==> config.mk <==
export PLATFORM = sky130hd
export DESIGN_NAME = shortest_remaining_time_scheduler_top
export DESIGN_NICKNAME = d
export VERILOG_FILES = /design/src/srtf_pkg.sv /design/src/shortest_remaining_time_scheduler_top.sv /design/src/srtf_cell.sv
export VERILOG_INCLUDE_DIRS = /design/src /design/src/src
export SDC_FILE = /design/constraint.sdc
export NUM_CORES = 2
export LEC_CHECK = 0
export ABC_CLOCK_PERIOD_IN_PS = 5100
export BUFFER_PORTS_ARGS = -buffer_cell sky130_fd_sc_hd__buf_2
export CORE_MARGIN = 2
export CORE_UTILIZATION = 60
export DETAILED_ROUTE_END_ITERATION = 6
export PLACE_DENSITY = 0.87
export SYNTH_ARGS = -nofsm -noshare
export SYNTH_HDL_FRONTEND = slang
export SYNTH_SLANG_ARGS = --single-unit
==> constraint.sdc <==
create_clock -name clk -period 5.1 [get_ports clk]
set_clock_uncertainty 0.2 [all_clocks]
set_input_delay 0.765 -clock clk [delete_from_list [all_inputs] [get_ports clk]]
set_output_delay 0.765 -clock clk [all_outputs]
set_load 0.01 [all_outputs]
==> src/shortest_remaining_time_scheduler_top_macros.svh <==
// ----------------------------------------------------------------------------
// Assertion macros for the shortest-remaining-time scheduler
// Each macro checks an implication, clocked on clk and held off by reset.
// ----------------------------------------------------------------------------
`ifndef SHORTEST_REMAINING_TIME_SCHEDULER_TOP_MACROS_SVH
`define SHORTEST_REMAINING_TIME_SCHEDULER_TOP_MACROS_SVH

// The consequent must hold in the same cycle as the antecedent.
`define SRTF_ASSERT_NOW(lbl, ante, cons, msg) \
	lbl: assert property (@(posedge clk) disable iff (!arst_n) (ante) |-> (cons)) \
		else $error(msg);

// The consequent must hold in the cycle after the antecedent.
`define SRTF_ASSERT_NEXT(lbl, ante, cons, msg) \
	lbl: assert property (@(posedge clk) disable iff (!arst_n) (ante) |=> (cons)) \
		else $error(msg);

`endif

==> src/srtf_pkg.sv <==
// ----------------------------------------------------------------------------
// srtf_pkg
// Word formats, operation codes, chain token flags and controller states
// shared by the scheduler cells and the top level.
// ----------------------------------------------------------------------------
package srtf_pkg;

	// Operation codes carried in the input word.
	localparam logic OP_ADMIT = 1'b0;
	localparam logic OP_TICK  = 1'b1;

	// Input word: admit a burst into a slot, or advance time by one tick.
	typedef struct packed {
		logic        operation;
		logic [3:0]  slot;
		logic [15:0] burst;
	} in_word_t;

	// Result word, one per tick.
	typedef struct packed {
		logic        ran_valid;
		logic [3:0]  ran_slot;
		logic [15:0] remaining_after;
		logic        finished;
		logic        all_done;
	} out_word_t;

	// Flags of the search token that travels along the cell chain.
	typedef struct packed {
		logic valid;
		logic found;
		logic multi;
	} tok_flags_t;

	// Write command broadcast to every cell.
	typedef struct packed {
		logic admit;
		logic dec;
	} cell_cmd_t;

	// Controller states.
	typedef enum logic {
		ST_IDLE,
		ST_SCAN
	} state_t;

endpackage

==> src/shortest_remaining_time_scheduler_top.sv <==
// ----------------------------------------------------------------------------
// shortest_remaining_time_scheduler_top
// An admit writes its slot and gives no result; a tick gives its result once
// the search token has walked the chain of slot cells, one cell per cycle,
// and the result word is registered. No word is taken while a scan runs, so
// a new tick waits until the last scan is done and the result register is free.
// Reset clears every slot's remaining time at once; no clearing pass.
// ----------------------------------------------------------------------------
`include "shortest_remaining_time_scheduler_top_macros.svh"

module shortest_remaining_time_scheduler_top
	import srtf_pkg::*;
#(
	parameter int NUM_SLOTS = 16,
	parameter int TIME_BITS = 16
) (
	input  logic      clk,
	input  logic      arst_n,
	input  logic      in_valid,
	output logic      in_ready,
	input  in_word_t  in_word,
	output logic      out_valid,
	input  logic      out_ready,
	output out_word_t out_word
);

	localparam int IDX_W = (NUM_SLOTS > 1) ? $clog2(NUM_SLOTS) : 1;

	state_t    state_q;
	state_t    state_d;
	logic      out_valid_q;
	out_word_t out_word_q;

	logic      in_acc;
	logic      tick_acc;
	logic      admit_acc;
	logic      scan_done;
	cell_cmd_t cmd;
	logic [IDX_W-1:0]     cmd_idx;
	logic [TIME_BITS-1:0] cmd_value;
	logic [TIME_BITS-1:0] best_dec;
	out_word_t result;

	tok_flags_t           tok_flags [NUM_SLOTS+1];
	logic [IDX_W-1:0]     tok_idx   [NUM_SLOTS+1];
	logic [TIME_BITS-1:0] tok_val   [NUM_SLOTS+1];
	logic [NUM_SLOTS-1:0] tok_valids;

	// Handshake decode.
	assign in_acc    = in_valid && in_ready;
	assign tick_acc  = in_acc && (in_word.operation == OP_TICK);
	assign admit_acc = in_acc && (in_word.operation == OP_ADMIT);
	assign scan_done = tok_flags[NUM_SLOTS].valid;

	// Controller: a tick waits until the result register is free or freeing.
	always_comb begin
		state_d  = state_q;
		in_ready = 1'b0;
		unique case (state_q)
			ST_IDLE: begin
				in_ready = (in_word.operation == OP_ADMIT) || !out_valid_q || out_ready;
				if (tick_acc) begin
					state_d = ST_SCAN;
				end
			end
			ST_SCAN: begin
				if (scan_done) begin
					state_d = ST_IDLE;
				end
			end
			default: begin
				state_d = ST_IDLE;
			end
		endcase
	end

	always_ff @(posedge clk or negedge arst_n) begin
		if (!arst_n) begin
			state_q <= ST_IDLE;
		end else begin
			state_q <= state_d;
		end
	end

	// The token enters the first cell as a tick word is accepted.
	assign tok_flags[0] = '{valid: tick_acc, found: 1'b0, multi: 1'b0};
	assign tok_idx[0]   = '0;
	assign tok_val[0]   = '0;

	// Write command: an admit to a slot in range, or the winner's decrement.
	always_comb begin
		cmd.admit = admit_acc && (32'(in_word.slot) < NUM_SLOTS);
		cmd.dec   = scan_done && tok_flags[NUM_SLOTS].found;
		cmd_idx   = scan_done ? tok_idx[NUM_SLOTS] : IDX_W'(in_word.slot);
		cmd_value = TIME_BITS'(in_word.burst);
	end

	// Chain of slot cells.
	for (genvar g = 0; g < NUM_SLOTS; g++) begin : g_cell
		srtf_cell #(
			.TIME_BITS (TIME_BITS),
			.IDX_W     (IDX_W),
			.CELL_IDX  (g)
		) u_cell (
			.clk           (clk),
			.arst_n        (arst_n),
			.cmd           (cmd),
			.cmd_idx       (cmd_idx),
			.cmd_value     (cmd_value),
			.tok_in_flags  (tok_flags[g]),
			.tok_in_idx    (tok_idx[g]),
			.tok_in_val    (tok_val[g]),
			.tok_out_flags (tok_flags[g+1]),
			.tok_out_idx   (tok_idx[g+1]),
			.tok_out_val   (tok_val[g+1])
		);
		assign tok_valids[g] = tok_flags[g+1].valid;
	end

	// Result word from the token leaving the last cell. Work is left after
	// the tick if a second slot was busy or the winner did not finish.
	always_comb begin
		best_dec = tok_val[NUM_SLOTS] - TIME_BITS'(1);
		result   = '0;
		if (tok_flags[NUM_SLOTS].found) begin
			result.ran_valid       = 1'b1;
			result.ran_slot        = 4'(tok_idx[NUM_SLOTS]);
			result.remaining_after = 16'(best_dec);
			result.finished        = (best_dec == '0);
		end
		result.all_done = !(tok_flags[NUM_SLOTS].multi ||
			(tok_flags[NUM_SLOTS].found && (best_dec != '0)));
	end

	// Output register.
	always_ff @(posedge clk or negedge arst_n) begin
		if (!arst_n) begin
			out_valid_q <= 1'b0;
		end else if (scan_done) begin
			out_valid_q <= 1'b1;
		end else if (out_ready) begin
			out_valid_q <= 1'b0;
		end
	end

	always_ff @(posedge clk) begin
		if (scan_done) begin
			out_word_q <= result;
		end
	end

	assign out_valid = out_valid_q;
	assign out_word  = out_word_q;

	// At most one search token is in flight along the chain.
	`SRTF_ASSERT_NOW(a_one_token, 1'b1, $onehot0(tok_valids), "more than one token in the chain")
	// A token leaves the chain only while a scan is running.
	`SRTF_ASSERT_NOW(a_done_in_scan, scan_done, state_q == ST_SCAN, "token left chain outside a scan")
	// An accepted tick always starts a scan.
	`SRTF_ASSERT_NEXT(a_tick_scans, tick_acc, state_q == ST_SCAN, "tick accepted without a scan")
	// A finished scan always leaves a result waiting.
	`SRTF_ASSERT_NEXT(a_result_held, scan_done, out_valid_q, "scan finished without a result")

endmodule

==> src/srtf_cell.sv <==
// ----------------------------------------------------------------------------
// srtf_cell
// One process slot: holds the slot's remaining time and forwards the search
// token to the next cell, replacing the best candidate when this slot wins.
// ----------------------------------------------------------------------------
module srtf_cell
	import srtf_pkg::*;
#(
	parameter int TIME_BITS = 16,
	parameter int IDX_W     = 4,
	parameter int CELL_IDX  = 0
) (
	input  logic                 clk,
	input  logic                 arst_n,
	input  cell_cmd_t            cmd,
	input  logic [IDX_W-1:0]     cmd_idx,
	input  logic [TIME_BITS-1:0] cmd_value,
	input  tok_flags_t           tok_in_flags,
	input  logic [IDX_W-1:0]     tok_in_idx,
	input  logic [TIME_BITS-1:0] tok_in_val,
	output tok_flags_t           tok_out_flags,
	output logic [IDX_W-1:0]     tok_out_idx,
	output logic [TIME_BITS-1:0] tok_out_val
);

	localparam logic [IDX_W-1:0] MY_IDX = IDX_W'(CELL_IDX);

	logic [TIME_BITS-1:0] rem_q;
	tok_flags_t           tok_flags_q;
	logic [IDX_W-1:0]     tok_idx_q;
	logic [TIME_BITS-1:0] tok_val_q;

	logic       busy;
	logic       take;
	logic       hit;
	tok_flags_t tok_flags_d;

	// This slot wins if it has work and beats the best so far strictly,
	// so that a tie stays with the lower slot further up the chain.
	always_comb begin
		busy = (rem_q != '0);
		take = busy && (!tok_in_flags.found || (rem_q < tok_in_val));
		hit  = (cmd_idx == MY_IDX);
		tok_flags_d.valid = tok_in_flags.valid;
		tok_flags_d.found = tok_in_flags.found || busy;
		tok_flags_d.multi = tok_in_flags.multi || (tok_in_flags.found && busy);
	end

	// Remaining time: loaded by an admit, stepped down when this slot runs.
	always_ff @(posedge clk or negedge arst_n) begin
		if (!arst_n) begin
			rem_q <= '0;
		end else if (cmd.admit && hit) begin
			rem_q <= cmd_value;
		end else if (cmd.dec && hit) begin
			rem_q <= rem_q - TIME_BITS'(1);
		end
	end

	// Token flags move one cell per cycle.
	always_ff @(posedge clk or negedge arst_n) begin
		if (!arst_n) begin
			tok_flags_q <= '0;
		end else begin
			tok_flags_q <= tok_flags_d;
		end
	end

	// Best candidate so far.
	always_ff @(posedge clk) begin
		tok_idx_q <= take ? MY_IDX : tok_in_idx;
		tok_val_q <= take ? rem_q : tok_in_val;
	end

	assign tok_out_flags = tok_flags_q;
	assign tok_out_idx   = tok_idx_q;
	assign tok_out_val   = tok_val_q;

endmodule
==> results.tsv <==
stage	metric	value	unit
global_route	Remaining Overflow, GRT	0	
floorplan	Starting Density	60.3	%
synthesis	Synth top area share	23.1	%
pwr	VDD IR max	0.333	mV
sta	final setup fails	0	
synthesis	largest area contributor in the netlist	dfrtp_1	
global_route	initial antenna violation count	2	
min_path	worst min path class	input port to async pin	
sta	RSZ-0062 raised after global routing	no	
flow_run	Max-cap violations	0	
global_route	first-pass GRT wire length	145000	um
sta	final hold vios	0	
placement	placed wire-length estimate	61900	um
synthesis	Gate Count Post-Synth	3536	
clock_network	worst skew pair latency	0.61	ns
setup_path	Critical R2R Launch	g_cell[15].u_cell.tok_out_flags[2]	
clock_network	register clock-pin slew on the reported worst setup and hold paths	0.06	ns
setup_path	delay-heaviest family, CP	simple AND/OR/NAND/NOR gates	
clock_network	hold_buf cts	0	
floorplan	die extent in y	239	um
synthesis	Syn Std Cell Area	33000	um2
clock_network	H-tree levels	3	
sta	fmax	258	MHz
setup_path	worst-path maximum fanout	24	
sta	setup TNS	0	ns
layout	nets	3794	
synthesis	main flop type after synthesis	dfxtp_1	
routing	wire per inst	21.4	um
synthesis	EDFF count, synth	23	
setup_path	CP max stage cell	o31ai_4	
clock_network	CTS tree	built	
routing	Antenna Nets Post-Route	0	
clock_network	post-CTS setup buffer count	0	
clock_network	Bufs on Longest Clock Path	3	
routing	DR vias/cell	6.60	
placement	# port buffers	49	
outcome	status	finished clean	
setup_path	worst-path cell chain	inv_1 -> o31ai_4 -> nand3_1 -> nor2b_1 -> a21o_1 -> a21oi_1	
layout	Register Area	14400	um2
placement	Place WS	1.32	ns
floorplan	I/O pin count	50	
setup_path	Worst setup EP type	flop	
clock_network	post-CTS sizing	0	
sta	worst slew pin tran	1.42	ns
synthesis	top-count cell post-synth	inv_1	
pwr	leakage power	15.3	nW
setup_path	r2r setup slk	1.23	ns
routing	1st-pass router iterations	7	
clock_network	clock net sink count	633	
layout	design area	36300	um2
setup_path	reg2reg path depth	6	
sta	relative slew slack	5.15	%
synthesis	Synth area leaders	dfrtp_1 (23%), dfxtp_1 (18%), ha_1 (9.2%)	
layout	Layout Utilization	66.3	%
synthesis	register area share after synthesis	43.7	%
synthesis	Distinct cells, synth	85	
routing	Detailed Route Iter0 Violations	3074	
routing	drt total wl	91800	um
sta	Max Slew Vio Count	0	
setup_path	critical path depth	6	
synthesis	Synth Area per Inst	9.34	um2
clock_network	Clock Tree Root	clkbuf_16	
sta	Final min period	3.87	ns
sta	final period utilization	75.9	%
placement	DP Area	33900	um2
routing	via count	28300	
global_route	GRT Util Overall	32.1	%
routing	DR DRC count	0	
pwr	power per cell area	569	nW/um2
synthesis	Post-synth top cells	inv_1 (311), dfrtp_1 (305), dfxtp_1 (305), a21oi_1 (301), nor2_1 (252)	
clock_network	TritonCTS Buffers	67	
global_route	largest net degree at the start of global routing	105	
synthesis	ys async rst share	48.2	%
placement	gpl congestion	0.926	
setup_path	CP bufs+invs	1	
synthesis	flops & latches, synth	633	
setup_path	CP max stage delay	0.98	ns
synthesis	syn_nets	3804	
sta	worst setup margin	1.23	ns
layout	Layout area overhead	9.89	%
layout	proportion of layout cells with a drive suffix above 1	12.0	%
floorplan	core area	54800	um2
setup_path	crit path DAT	4.19	ns
global_route	number of global-route vias before repair	26900	
floorplan	Chip Width	239	um
setup_path	Setup Crit Path Kind	flop to flop	
sta	Hold WS	0.0232	ns
floorplan	die footprint	57000	um2
layout	multi-input logic area	16900	um2
floorplan	row count	86	
setup_path	Critical R2R Capture	g_cell[0].u_cell.rem_q[15]	
synthesis	yosys warns	0	
setup_path	Required @ worst endpoint	5.42	ns
layout	# fillers	4043	
setup_path	crit path launch type	flop	
-- cell type report --
cell class,count,share of cell area (%)
multi-input combinational,2421,46.4
sequential,633,39.7
clock buffer,97,5.72
inverter,313,3.24
tap,704,2.43
timing repair buffer,90,1.65
clock inverter,25,0.758
antenna,2,0.0138
-- worst reg2reg max path: cells and delay by family (launching register included) --
family | cells | cell delay, ns
and+or+nand+nor | 2 | 1.37
AOI/OAI and AO/OA | 3 | 1.34
DFF | 1 | 0.62
buffers and inverters | 1 | 0.24
-- how the worst max path moves through the flow --
stage | from | end | slack (ns)
floorplan | g_cell[15].u_cell.tok_out_flags[2] | g_cell[0].u_cell.rem_q[13] | 2.09
global placement | in_word[20] | g_cell[1].u_cell.rem_q[11] | 1.39
detailed placement | in_word[20] | g_cell[15].u_cell.rem_q[15] | 1.32
CTS | g_cell[15].u_cell.tok_out_flags[2] | g_cell[0].u_cell.rem_q[15] | 1.37
global route | g_cell[15].u_cell.tok_out_flags[2] | g_cell[0].u_cell.rem_q[15] | 1.08
finish | g_cell[15].u_cell.tok_out_flags[2] | g_cell[0].u_cell.rem_q[15] | 1.23
-- metrics by stage --
step                      instances  total power, mW
final                          4285             20.6
after global routing           4283             21.9
after CTS                      4283             20.5
after detailed placement       4161             15.3
after global placement         4161             14.9
after floorplan                3536             13.1
-- power breakdown --
part / switching (mW) / leakage (nW) / internal, mW
clock network: 2.06 / 1.15 / 3.10
registers: 1.50 / 6.37 / 6.56
logic: 4.21 / 7.79 / 3.22
total: 7.78 / 15.3 / 12.9
-- layout by cell type (no fill, tap or decap), drive strengths merged, types with 7 or more instances in the layout --
cell type | synthesis | layout
a21oi | 302 | 302
and2 | 26 | 26
nor2b | 23 | 23
nor2 | 252 | 252
a22o | 25 | 25
dfxtp | 305 | 305
inv | 312 | 314
clkbuf | 141 | 97
or4 | 22 | 22
xnor2 | 7 | 7
o21a | 18 | 18
nor3 | 98 | 98
a41oi | 41 | 41
o21ba | 11 | 11
nand4 | 32 | 32
clkinv | 1 | 14
or2 | 22 | 22
nand3 | 98 | 98
or3 | 57 | 57
ha | 243 | 243
a31oi | 154 | 154
o21bai | 9 | 9
and3 | 13 | 13
dfrtp | 305 | 305
nand2 | 188 | 188
o31ai | 9 | 9
o2111a | 14 | 14
nor3b | 11 | 11
or3b | 7 | 7
edfxtp | 23 | 23
o22a | 185 | 185
o22ai | 11 | 11
nand2b | 39 | 39
nor4 | 38 | 38
o21ai | 166 | 166
mux2i | 17 | 17
a21o | 34 | 34
mux2 | 133 | 133
a211oi | 21 | 21
buf | 28 | 90
-- logic make-up (layout without fill, tap and decap cells) --
kind of cell,Yosys count,in the layout,synth area share [%]
compound gates,1060,1060,21.6
simple gates,955,955,14.5
flops,633,633,43.7
buf+inv,482,525,5.61
fa+ha+maj,243,243,9.20
mux,150,150,5.05
xor+xnor,13,13,0.345
other cells,0,2,0
-- per-layer routing --
| layer | vias up | track usage (%) | part of all wire, % |
|---|---|---|---|
| li1 | 12900 | - | - |
| met1 | 13500 | 42.1 | 40 |
| met2 | 1499 | 50.7 | 45 |
| met3 | 340 | 6.27 | 9.8 |
| met4 | 0 | 16.9 | 5.4 |
| met5 | - | 0 | 0 |
-- sequential cells by signal (all words and copies together), names as in the netlist --
signal and count:
g_cell.u_cell.rem_q 256, g_cell.u_cell.tok_out_flags 47, g_cell.u_cell.tok_out_idx 49, g_cell.u_cell.tok_out_val 256, out_valid 1, out_word 23
state_q 1
(Power assumes the default switching activity.)
